===== config.mk =====
export PLATFORM = sky130hd
export DESIGN_NAME = sparse_label_histogram_top
export DESIGN_NICKNAME = d
export VERILOG_FILES = /design/src/design/slh_pkg.sv /design/src/design/slh_ram.sv /design/src/design/sparse_label_histogram_top.sv
export SDC_FILE = /design/constraint.sdc
export NUM_CORES = 2
export LEC_CHECK = 0
export BUFFER_PORTS_ARGS = -buffer_cell sky130_fd_sc_hd__buf_4
export CAP_MARGIN = 20
export CORE_MARGIN = 10
export CORE_UTILIZATION = 30
export CTS_CLUSTER_SIZE = 30
export DETAILED_ROUTE_END_ITERATION = 6
export RECOVER_POWER = 25
export SYNTH_ARGS = -nofsm -noshare
export SYNTH_HDL_FRONTEND = slang
export SYNTH_SLANG_ARGS = --single-unit

===== constraint.sdc =====
create_clock -name clock -period 12.1 [get_ports clock]
set_input_delay 2.42 -clock clock [delete_from_list [all_inputs] [get_ports clock]]
set_output_delay 2.42 -clock clock [all_outputs]
set_load 0.1 [all_outputs]

===== src/design/slh_pkg.sv =====
// Shared types and field widths of the sparse label histogram.
package slh_pkg;

   localparam int BIN_W       = 6;
   localparam int AMOUNT_W    = 16;
   localparam int OUT_COUNT_W = 16;
   localparam int ACTIVE_W    = 7;
   localparam int REQ_DATA_W  = 24;
   localparam int RSP_DATA_W  = 40;

   typedef enum logic [1:0] {
      OP_INC   = 2'd0,
      OP_DEC   = 2'd1,
      OP_CLEAR = 2'd2,
      OP_DUMP  = 2'd3
   } op_code_type;

   typedef enum logic [2:0] {
      ST_IDLE,
      ST_MOD,
      ST_FIX,
      ST_DUMP,
      ST_EMIT
   } state_type;

   typedef struct packed {
      logic [3:0]             pad;
      logic [ACTIVE_W-1:0]    peak_active;
      logic [ACTIVE_W-1:0]    active_bins;
      logic [OUT_COUNT_W-1:0] out_count;
      logic [BIN_W-1:0]       out_bin;
   } rsp_data_type;

endpackage


===== src/design/slh_ram.sv =====
// Generic single-port-write, single-port-read RAM with registered read data.
module slh_ram #(
   parameter int WIDTH = 8,
   parameter int DEPTH = 64
) (
   input  logic                     clock,
   input  logic                     wr_en,
   input  logic [$clog2(DEPTH)-1:0] wr_addr,
   input  logic [WIDTH-1:0]         wr_data,
   input  logic                     rd_en,
   input  logic [$clog2(DEPTH)-1:0] rd_addr,
   output logic [WIDTH-1:0]         rd_data
);

   logic [WIDTH-1:0] mem_ff [DEPTH];
   logic [WIDTH-1:0] rd_data_ff;

   always_ff @(posedge clock) begin
      if (wr_en) begin
         mem_ff[wr_addr] <= wr_data;
      end
      if (rd_en) begin
         rd_data_ff <= mem_ff[rd_addr];
      end
   end

   assign rd_data = rd_data_ff;

endmodule


===== src/design/sparse_label_histogram_top.sv =====
// Sparse label histogram: bin counts plus a linked list of the active bins.
//
// Requests arrive on the req_ channel: req_tuser carries the operation
// (increment, decrement, clear, dump) and req_tdata the bin and amount.
// Results leave on the rsp_ channel; rsp_tlast marks the final result of a
// request. Every request gives one result except a dump of a nonempty list,
// which gives one result per active bin, newest bin first.
// All per-bin state (count, next and previous link) lives in one RAM with a
// registered read; a row of valid bits makes unwritten or cleared entries
// read as empty, so reset and clear take effect without writing the RAM.
// Each request runs a RAM read-modify-write sequence: the bin is read when
// the request is accepted and written in the modify state; linking a bin into
// a nonempty list, or unlinking a bin with a neighbor, adds a write that
// repairs each neighbor link. Clear, an empty dump and a bin out of range
// write no RAM entry; a dump does one RAM read per emitted entry.
// The first result is registered in the state entered on acceptance (modify,
// dump or emit), once the output register is free.
// A request may be accepted while an earlier result still waits in the
// output register. When the receiver stalls, the sequencer waits at the next
// result it must emit. Reset empties all bins and zeroes both counters.
module sparse_label_histogram_top
   import slh_pkg::*;
#(
   parameter int NUM_BINS    = 64,
   parameter int COUNT_WIDTH = 16
) (
   input  logic                  clock,
   input  logic                  reset,
   input  logic                  req_tvalid,
   output logic                  req_tready,
   // [5:0] bin_index, [21:6] amount, [23:22] zero
   input  logic [REQ_DATA_W-1:0] req_tdata,
   // [1:0] req_type
   input  logic [1:0]            req_tuser,
   output logic                  rsp_tvalid,
   input  logic                  rsp_tready,
   // [5:0] out_bin, [21:6] out_count, [28:22] active_bins,
   // [35:29] peak_active, [39:36] zero
   output logic [RSP_DATA_W-1:0] rsp_tdata,
   // [0] entry_valid, [1] op_error
   output logic [1:0]            rsp_tuser,
   output logic                  rsp_tlast
);

   localparam int IDX_W  = $clog2(NUM_BINS);
   localparam int LINK_W = IDX_W + 1;
   localparam int ACT_W  = $clog2(NUM_BINS + 1);
   localparam int SUM_W  = (COUNT_WIDTH > AMOUNT_W ? COUNT_WIDTH : AMOUNT_W) + 1;
   localparam logic [LINK_W-1:0] NULL_LINK = {1'b1, {IDX_W{1'b0}}};
   localparam logic [BIN_W:0]    NUM_BINS_EXT = (BIN_W + 1)'(NUM_BINS);
   localparam logic [ACT_W-1:0]  ACT_MAX = ACT_W'(NUM_BINS);
   localparam logic [ACT_W-1:0]  K_LAST = ACT_W'(NUM_BINS - 1);

   typedef struct packed {
      logic [COUNT_WIDTH-1:0] count;
      logic [LINK_W-1:0]      next;
      logic [LINK_W-1:0]      prev;
   } entry_type;

   // A pending link repair of a neighbor entry.
   typedef struct packed {
      logic [IDX_W-1:0]  addr;
      logic              set_next;
      logic [LINK_W-1:0] link;
   } fix_type;

   localparam entry_type EMPTY_ENTRY = '{count: '0, next: NULL_LINK, prev: NULL_LINK};

   state_type              state_ff, state_in;
   op_code_type            op_ff, op_in;
   logic [BIN_W-1:0]       bin_ff, bin_in;
   logic [AMOUNT_W-1:0]    amount_ff, amount_in;
   logic [LINK_W-1:0]      head_ff, head_in;
   logic [ACT_W-1:0]       active_ff, active_in;
   logic [ACT_W-1:0]       peak_ff, peak_in;
   logic [NUM_BINS-1:0]    valid_ff, valid_in;
   logic                   rd_vld_ff, rd_vld_in;
   logic [IDX_W-1:0]       cur_ff, cur_in;
   logic [ACT_W-1:0]       k_ff, k_in;
   fix_type                fix0_ff, fix0_in;
   fix_type                fix1_ff, fix1_in;
   logic                   fix1_valid_ff, fix1_valid_in;
   logic                   rsp_valid_ff, rsp_valid_in;
   rsp_data_type           rsp_data_ff, rsp_data_in;
   logic [1:0]             rsp_user_ff, rsp_user_in;
   logic                   rsp_last_ff, rsp_last_in;

   logic                   ram_wr_en;
   logic [IDX_W-1:0]       ram_wr_addr;
   entry_type              ram_wr_data;
   logic                   ram_rd_en;
   logic [IDX_W-1:0]       ram_rd_addr;
   logic [$bits(entry_type)-1:0] ram_rd_data;

   logic                   req_accept;
   op_code_type            req_op;
   logic [BIN_W-1:0]       req_bin;
   logic [AMOUNT_W-1:0]    req_amount;
   logic                   req_in_range;
   logic                   out_free;
   entry_type              rd_entry;

   logic [SUM_W-1:0]       old_ext, amt_ext, sum_ext, diff_ext;
   logic                   is_inc, ovf, unf, mod_err, do_link, do_unlink;
   logic [COUNT_WIDTH-1:0] new_count;
   logic [ACT_W-1:0]       act_up;
   logic                   dump_last;

   slh_ram #(
      .WIDTH($bits(entry_type)),
      .DEPTH(NUM_BINS)
   ) u_ram (
      .clock  (clock),
      .wr_en  (ram_wr_en),
      .wr_addr(ram_wr_addr),
      .wr_data(ram_wr_data),
      .rd_en  (ram_rd_en),
      .rd_addr(ram_rd_addr),
      .rd_data(ram_rd_data)
   );

   assign req_tready   = (state_ff == ST_IDLE);
   assign req_accept   = req_tvalid && req_tready;
   assign req_op       = op_code_type'(req_tuser);
   assign req_bin      = req_tdata[BIN_W-1:0];
   assign req_amount   = req_tdata[BIN_W+AMOUNT_W-1:BIN_W];
   assign req_in_range = {1'b0, req_bin} < NUM_BINS_EXT;
   assign out_free     = !rsp_valid_ff || rsp_tready;

   // Entries never written since reset or the last clear read as empty.
   assign rd_entry = rd_vld_ff ? entry_type'(ram_rd_data) : EMPTY_ENTRY;

   always_comb begin
      is_inc    = (op_ff == OP_INC);
      old_ext   = SUM_W'(rd_entry.count);
      amt_ext   = SUM_W'(amount_ff);
      sum_ext   = old_ext + amt_ext;
      diff_ext  = old_ext - amt_ext;
      ovf       = |sum_ext[SUM_W-1:COUNT_WIDTH];
      unf       = amt_ext > old_ext;
      mod_err   = is_inc ? ovf : unf;
      if (mod_err) begin
         new_count = rd_entry.count;
      end else if (is_inc) begin
         new_count = sum_ext[COUNT_WIDTH-1:0];
      end else begin
         new_count = diff_ext[COUNT_WIDTH-1:0];
      end
      do_link   = is_inc && !ovf && (old_ext == '0) && (sum_ext != '0);
      do_unlink = !is_inc && !unf && (old_ext != '0) && (diff_ext == '0);
      act_up    = (active_ff < ACT_MAX) ? active_ff + 1'b1 : active_ff;
      dump_last = rd_entry.next[IDX_W] || (k_ff == K_LAST);
   end

   // Next state.
   always_comb begin
      state_in = state_ff;
      case (state_ff)
         ST_IDLE: begin
            if (req_accept) begin
               case (req_op)
                  OP_CLEAR: state_in = ST_EMIT;
                  OP_DUMP:  state_in = head_ff[IDX_W] ? ST_EMIT : ST_DUMP;
                  default:  state_in = req_in_range ? ST_MOD : ST_EMIT;
               endcase
            end
         end
         ST_MOD: begin
            if (out_free) begin
               if ((do_link && !head_ff[IDX_W]) ||
                   (do_unlink && !(rd_entry.prev[IDX_W] && rd_entry.next[IDX_W]))) begin
                  state_in = ST_FIX;
               end else begin
                  state_in = ST_IDLE;
               end
            end
         end
         ST_FIX: begin
            if (!fix1_valid_ff) begin
               state_in = ST_IDLE;
            end
         end
         ST_DUMP: begin
            if (out_free && dump_last) begin
               state_in = ST_IDLE;
            end
         end
         ST_EMIT: begin
            if (out_free) begin
               state_in = ST_IDLE;
            end
         end
         default: state_in = ST_IDLE;
      endcase
   end

   // Datapath, RAM control and result register.
   always_comb begin
      entry_type fixed;
      fix_type   fix_p;
      fix_type   fix_n;

      op_in         = op_ff;
      bin_in        = bin_ff;
      amount_in     = amount_ff;
      head_in       = head_ff;
      active_in     = active_ff;
      peak_in       = peak_ff;
      valid_in      = valid_ff;
      cur_in        = cur_ff;
      k_in          = k_ff;
      fix0_in       = fix0_ff;
      fix1_in       = fix1_ff;
      fix1_valid_in = fix1_valid_ff;
      rsp_valid_in  = rsp_valid_ff && !rsp_tready;
      rsp_data_in   = rsp_data_ff;
      rsp_user_in   = rsp_user_ff;
      rsp_last_in   = rsp_last_ff;
      ram_wr_en     = 1'b0;
      ram_wr_addr   = bin_ff[IDX_W-1:0];
      ram_wr_data   = EMPTY_ENTRY;
      ram_rd_en     = 1'b0;
      ram_rd_addr   = req_bin[IDX_W-1:0];
      fixed         = rd_entry;
      fix_p         = '{addr: rd_entry.prev[IDX_W-1:0], set_next: 1'b1, link: rd_entry.next};
      fix_n         = '{addr: rd_entry.next[IDX_W-1:0], set_next: 1'b0, link: rd_entry.prev};

      case (state_ff)
         ST_IDLE: begin
            if (req_accept) begin
               op_in     = req_op;
               bin_in    = req_bin;
               amount_in = req_amount;
               case (req_op)
                  OP_CLEAR: begin
                     valid_in  = '0;
                     head_in   = NULL_LINK;
                     active_in = '0;
                  end
                  OP_DUMP: begin
                     ram_rd_en   = !head_ff[IDX_W];
                     ram_rd_addr = head_ff[IDX_W-1:0];
                     cur_in      = head_ff[IDX_W-1:0];
                     k_in        = '0;
                  end
                  default: begin
                     ram_rd_en = req_in_range;
                  end
               endcase
            end
         end
         ST_MOD: begin
            if (out_free) begin
               ram_wr_en = 1'b1;
               valid_in[bin_ff[IDX_W-1:0]] = 1'b1;
               fix1_valid_in = 1'b0;
               if (do_link) begin
                  ram_wr_data = '{count: new_count, next: head_ff, prev: NULL_LINK};
                  head_in     = {1'b0, bin_ff[IDX_W-1:0]};
                  active_in   = act_up;
                  peak_in     = (act_up > peak_ff) ? act_up : peak_ff;
                  fix0_in     = '{addr: head_ff[IDX_W-1:0], set_next: 1'b0,
                                  link: {1'b0, bin_ff[IDX_W-1:0]}};
                  ram_rd_en   = !head_ff[IDX_W];
               end else if (do_unlink) begin
                  ram_wr_data = EMPTY_ENTRY;
                  if (rd_entry.prev[IDX_W]) begin
                     head_in = rd_entry.next;
                  end
                  active_in     = (active_ff != '0) ? active_ff - 1'b1 : active_ff;
                  fix0_in       = rd_entry.prev[IDX_W] ? fix_n : fix_p;
                  fix1_in       = fix_n;
                  fix1_valid_in = !rd_entry.prev[IDX_W] && !rd_entry.next[IDX_W];
                  ram_rd_en     = !(rd_entry.prev[IDX_W] && rd_entry.next[IDX_W]);
               end else begin
                  ram_wr_data = '{count: new_count, next: rd_entry.next, prev: rd_entry.prev};
               end
               ram_rd_addr = fix0_in.addr;
               rsp_valid_in = 1'b1;
               rsp_data_in  = '{pad: '0,
                                peak_active: ACTIVE_W'(peak_in),
                                active_bins: ACTIVE_W'(active_in),
                                out_count: OUT_COUNT_W'(new_count),
                                out_bin: bin_ff};
               rsp_user_in  = {mod_err, 1'b1};
               rsp_last_in  = 1'b1;
            end
         end
         ST_FIX: begin
            if (fix0_ff.set_next) begin
               fixed.next = fix0_ff.link;
            end else begin
               fixed.prev = fix0_ff.link;
            end
            ram_wr_en     = 1'b1;
            ram_wr_addr   = fix0_ff.addr;
            ram_wr_data   = fixed;
            valid_in[fix0_ff.addr] = 1'b1;
            ram_rd_en     = fix1_valid_ff;
            ram_rd_addr   = fix1_ff.addr;
            fix0_in       = fix1_ff;
            fix1_valid_in = 1'b0;
         end
         ST_DUMP: begin
            if (out_free) begin
               rsp_valid_in = 1'b1;
               rsp_data_in  = '{pad: '0,
                                peak_active: ACTIVE_W'(peak_ff),
                                active_bins: ACTIVE_W'(active_ff),
                                out_count: OUT_COUNT_W'(rd_entry.count),
                                out_bin: BIN_W'(cur_ff)};
               rsp_user_in  = 2'b01;
               rsp_last_in  = dump_last;
               // Fetch the successor while this entry is handed off.
               ram_rd_en    = !dump_last;
               ram_rd_addr  = rd_entry.next[IDX_W-1:0];
               cur_in       = rd_entry.next[IDX_W-1:0];
               k_in         = k_ff + 1'b1;
            end
         end
         ST_EMIT: begin
            if (out_free) begin
               rsp_valid_in = 1'b1;
               rsp_data_in  = '{pad: '0,
                                peak_active: ACTIVE_W'(peak_ff),
                                active_bins: ACTIVE_W'(active_ff),
                                out_count: '0,
                                out_bin: (op_ff inside {OP_INC, OP_DEC}) ?
                                         bin_ff : '0};
               rsp_user_in  = 2'b00;
               rsp_last_in  = 1'b1;
            end
         end
         default: ;
      endcase

      rd_vld_in = ram_rd_en ? valid_ff[ram_rd_addr] : rd_vld_ff;
   end

   always_ff @(posedge clock) begin
      if (reset) begin
         state_ff      <= ST_IDLE;
         head_ff       <= NULL_LINK;
         active_ff     <= '0;
         peak_ff       <= '0;
         valid_ff      <= '0;
         fix1_valid_ff <= 1'b0;
         rsp_valid_ff  <= 1'b0;
      end else begin
         state_ff      <= state_in;
         head_ff       <= head_in;
         active_ff     <= active_in;
         peak_ff       <= peak_in;
         valid_ff      <= valid_in;
         fix1_valid_ff <= fix1_valid_in;
         rsp_valid_ff  <= rsp_valid_in;
      end
   end

   always_ff @(posedge clock) begin
      op_ff       <= op_in;
      bin_ff      <= bin_in;
      amount_ff   <= amount_in;
      rd_vld_ff   <= rd_vld_in;
      cur_ff      <= cur_in;
      k_ff        <= k_in;
      fix0_ff     <= fix0_in;
      fix1_ff     <= fix1_in;
      rsp_data_ff <= rsp_data_in;
      rsp_user_ff <= rsp_user_in;
      rsp_last_ff <= rsp_last_in;
   end

   assign rsp_tvalid = rsp_valid_ff;
   assign rsp_tdata  = rsp_data_ff;
   assign rsp_tuser  = rsp_user_ff;
   assign rsp_tlast  = rsp_last_ff;

   a_active_bound: assert property (@(posedge clock) disable iff (reset)
      active_ff <= ACT_MAX)
      else $error("active bin count exceeds the number of bins");

   a_peak_covers_active: assert property (@(posedge clock) disable iff (reset)
      active_ff <= peak_ff)
      else $error("active bin count above its recorded peak");

   a_head_matches_count: assert property (@(posedge clock) disable iff (reset)
      (state_ff == ST_IDLE) |-> (head_ff[IDX_W] == (active_ff == '0)))
      else $error("list head disagrees with the active bin count");

   a_dump_entry_valid: assert property (@(posedge clock) disable iff (reset)
      (state_ff == ST_DUMP && out_free) |=> (rsp_tvalid && rsp_tuser[0] && !rsp_tuser[1]))
      else $error("dumped entry not marked as a valid bin");

endmodule


Word-level counts from Yosys, hierarchy flattened
Memories as Yosys holds them, arrays and structs flattened. A register that Yosys moved wholly into a read port is not among the register bits.
Cells that the tools add are included.

word-level totals
  logic and storage cells = 211
  flip-flop bits (word level) = 198
  memories = 1
  output and inout bits = 45
  memory bits (writable) = 1920
  input bits = 30

operators by class
  magnitude comparators = 8
  add/sub/neg operators = 5
  muxes and demuxes = 94
  reductions and logical operators = 56
  equality and inequality tests = 19
  bitwise operators = 3

memories
  memory        words  width  read ports  clocked after Yosys merged registers in  write ports  line           source
  u_ram.mem_ff  64     30     1           1                                        1            slh_ram.sv:15  logic [WIDTH-1:0] mem_ff [DEPTH];

operators with widths
  kind                                                 number
  two-way mux 64 bit                                   3
  case mux 64 bit (3 select lines)                     1
  two-way mux 7 bit                                    20
  OR 64 bit                                            2
  two-way mux 30 bit                                   4
  two-way mux 40 bit                                   3
  case mux 40 bit (3 select lines)                     1
  case mux 30 bit (2 select lines)                     1
  two-way mux 14 bit                                   4
  two-way mux 6 bit                                    9
  case mux 7 bit (2 select lines)                      3
  two-way mux 16 bit                                   2
  case mux 14 bit (2 select lines)                     1
  case mux 6 bit (4 select lines)                      1
  < comparator 6 x 7 -> 1 bit (second input constant)  3
  AND reduction 4 bit                                  5
  two-way mux 1 bit                                    19
  two-way mux 3 bit                                    6
  adder 16 x 16 -> 17 bit                              1
  logical NOT 17 bit                                   1
  nonzero test 17 bit                                  1
  subtractor 16 x 16 -> 17 bit                         1
  > comparator 16 bit                                  1
  logical NOT 16 bit                                   1
  39 further kinds                                     91

Depth between registers and ports, before layout
  depth in word-level cells = 12
  depth in mapped cells = 31

Hierarchy
Synthesis repeated with hierarchy kept, for this count alone.

second synthesis, totals
  cell total of the unflattened synthesis = 5115
  area, all modules = 88924.0 µm²

by module, submodules not included
  module                      cells an instance  instances  area each (µm²)
  slh_ram                     3434               1          75065.7
  sparse_label_histogram_top  1681               1          13858.3

Least setup slack after synthesis
OpenSTA, ideal clock, no wires.

  path type = reg2reg
  from = register rd_vld_ff
  to = memory u_ram.mem_ff[0][10] (netlist bit) (data pin)
  data required time = 11.547 ns
  slack = 4.963 ns
  data arrival time = 6.584 ns
  library setup time = 0.553 ns
  period minus slack after synthesis = 7.137 ns
  stages on the path, launching flop included = 24
  cell sequence = edfxtp_1 -> buf_4 -> buf_6 -> buf_2 -> buf_2 -> buf_1 -> buf_1 -> nand2_1 -> inv_1 -> ha_1 -> ha_1 -> a21oi_1 -> a2111oi_4 -> o221a_1 -> a211o_1 -> or4_1 -> and4b_1 -> and4_4 -> and3_1 -> buf_2 -> nor2_1 -> clkbuf_1 -> a21oi_1 -> o22ai_1

RTL lines
  item                      line                               source
  start: declaration        sparse_label_histogram_top.sv:77   logic rd_vld_ff, rd_vld_in;
  start signal: assignment  sparse_label_histogram_top.sv:364  rd_vld_ff <= rd_vld_in;
  end: declaration          slh_ram.sv:15

Final worst setup path
  from = register rd_vld_ff
  to = register u_ram.rd_data_ff[25], in the netlist u_ram.rd_data[25] (read register of u_ram.mem_ff) (data pin)

on the way
  word-level cells in the longest chain between the ends = 10

RTL lines
  item                                                                                  line                               source
  two-way mux 30 bit *                                                                  sparse_label_histogram_top.sv:131  assign rd_entry = rd_vld_ff ? entry_type'(ram_rd_data) : EMPTY_ENTRY;
  parallel branches: the longest is 9 deep, another holds subtractor 16 x 16 -> 17 bit  -
  end: declaration                                                                      slh_ram.sv:16                      logic [WIDTH-1:0] rd_data_ff;

Mark *: on every way between the ends. The select of a mux whose other input is x is not followed.
A chain may end at the register's enable or synchronous reset.

==> results.ini <==
[critical_path]
path_max_fanout=64
end_kind=flip-flop
reg2reg_to=u_ram.rd_data[25]
endpoint=u_ram.rd_data[25]
r2r-start=rd_vld_ff
startpoint=rd_vld_ff
ff2ff_path_depth=20
worst_ep_required_time_ps=12690
crit_type=flip-flop to flip-flop
rrSetupSlack_ps=2300
critical_path_arrival_ps=10390
critPathLaunchType=flip-flop

[layout]
fillCellCount=28500
final_cell_mix=2054 x edfxtp_1, 1189 x nand2_1, 510 x nand3_1
final_common_cell=edfxtp_1
multi_input_area_mm2=0.0247
areaGrowthSynthToFinish_pct=13.6
fin_nets=6615
seq_area_mm2=0.0635
drive_gt1_frac=0.115

[grt]
grt_pass1_vias=54400
grt_max_degree=179
overflow=0
grt_use_total=0.154
antenna_found_initial=4
grtUsageMet3=0.0300
grt_pass1_wl_um=377000
gr-usage-met1=0.216
grt_util_met2=0.237
busiest_layer=met2

[die]
initial_core_util=0.302
die_area_mm2=0.322
ios=75
fp.dieW_um=567
num_rows=200
core-area_mm2=0.298
die_h_um=567

[power_and_ir_drop]
power_mw=18.1
power.density_mw_per_mm2=177
ir_drop_v=0.000175
p_leak_nw=33.1

[clock_tree]
cts_buffer_depth=3
cts_hold_buf=0
post-cts-setup-buffers=0
cts-root-buf=clkbuf_16
cts_sinks=2144
cts.reportedPaths.clkPinSlew_ps=70
cts_resized=0
insertion_delay_ps=870
cts_buffers=209
cts_tree=built
h-tree-depth=4

[detailed_routing]
wirelength_um=261000
ant_nets=0
avgViaCountPerCell=5.33
drt-initial-drc-count=7120
drc=0
num_vias=56900
wl_per_cell_um=24.4
detail_route.first_pass.iterations=6

[yosys]
yosysWarnings=0
yosys.cell_types.count=107
avgSynthCellArea_um2=13.7
netlist_instances=6545
seq_area_frac_synth=0.707
synth_ff_type=edfxtp_1
ys_seq_elements=2144
netlist_area_mm2=0.0898
synth-edff-count=2054
async_flop_share=0

[sta]
slew_violations=997
fin_tns_setup_ps=0
rsz0062_at_grt=false
slew_headroom=-0.902
fin_crit_ps=9800
fin_skew_ps=31.3
period_share=0.810
tightest_slew_ps=2850
hold_viol_final=0
final-setup-viol-count=0
clock.fmax_ghz=0.102

[place]
place_congestion=0.913
place_hpwl_um=142000
portBuffers=68

[flow_run]
cap_viol_max_count=34

[run_status]
outcome=complete, but fails checks
violations=max-capacitance violations, max-slew violations

[min_path]
hp-class=flip-flop to flip-flop

[final cells by class]
class | count | area share
sequential | 2144 | 0.623
multi-input combinational | 3853 | 0.242
tap | 3939 | 0.0483
clock inverter | 111 | 0.0111
inverter | 114 | 0.00420
antenna | 1 | 0.0000245
timing repair buffer | 240 | 0.0161
clock buffer | 272 | 0.0552
[sequential cells by signal, indices dropped and copies added, names as in the netlist]
name,cells
rsp_tlast,1
amount_ff,16
cur_ff,6
peak_ff,7
state_ff,3
k_ff,7
head_ff,7
rsp_tdata,36
fix1_valid_ff,1
op_ff,2
u_ram.mem_ff,1920
fix0_ff,14
fix1_ff,13
rd_vld_ff,1
bin_ff,6
u_ram.rd_data,30
rsp_tvalid,1
active_ff,7
valid_ff,64
rsp_tuser,2
[worst min path at each step]
stage	cells after the start	start	endpoint	slack [ps]
final	2	valid_ff[30]	valid_ff[30]	470
after global routing	2	valid_ff[14]	valid_ff[14]	490
after CTS	2	valid_ff[14]	valid_ff[14]	470
after detailed placement	2	valid_ff[14]	valid_ff[14]	460
after global placement	2	valid_ff[29]	valid_ff[29]	440
after floorplan	2	valid_ff[39]	valid_ff[39]	430
[per-stage QoR]
step,instance area [um^2],instances,hold slack (ps),setup slack (ps),util
finish,102000,10700,469,2300,0.343
global route,102000,10700,492,1830,0.343
CTS,102000,10700,471,3450,0.344
detailed placement,95600,10300,455,3460,0.321
global placement,95500,10300,442,3550,0.321
floorplan,89800,6548,431,4960,-
[logic make-up after synthesis]
kind of cell	synth area share
AOI/OAI and AO/OA	0.0888
DFF	0.707
xor gates and xnor gates	0.00507
buffers and inverters	0.0286
muxes	0.0546
and+or+nand+nor	0.112
other	0.0000418
adders and majority gates	0.00378
[worst max-delay path: stages, from the launching register on]
cell	delay [ps]
edfxtp_1	830
clkbuf_1	1280
nand2_1	380
inv_1	210
ha_1	450
inv_1	180
a21o_1	200
o21ai_0	210
a31o_2	240
a21oi_1	70
or4_1	620
or2_2	370
o211ai_1	550
buf_4	740
o21a_4	700
buf_4	710
mux4_2	590
a22oi_1	200
o211ai_1	320
nand4_1	450
o31ai_2	130
[synthesized netlist by cell type, drive strengths merged (30+ instances only)]
cell type  instances  area share
nor3              34      0.0022
xnor2             39      0.0038
mux2i            216       0.024
nand2           1195       0.050
nor2             273       0.011
nand3            511       0.029
a21oi            322       0.018
o2bb2ai           62      0.0060
edfxtp          2054        0.69
buf              224       0.015
inv              112      0.0047
mux4              90       0.023
nand4             98      0.0068
o211ai           163       0.014
a221oi            65      0.0064
or4               32      0.0027
o31ai             37      0.0048
a22oi             38      0.0032
o21ai            101      0.0057
dfxtp             90       0.020
nor2b             30      0.0021
clkbuf           213      0.0089
a41o              57      0.0065
o22ai             80      0.0057
mux2              63      0.0079
[routing by layer]
layer	vias to the layer above	share of wire
li1	25000	-
met1	28800	0.42
met2	2641	0.45
met3	455	0.090
met4	0	0.042
met5	-	0
[where the power goes]
group	total [mW]	internal [mW]	switching, mW
sequential	8.37	8.29	0.0827
combinational	3.23	0.898	2.33
clock	6.48	3.70	2.78
(Power assumes the default switching activity.)
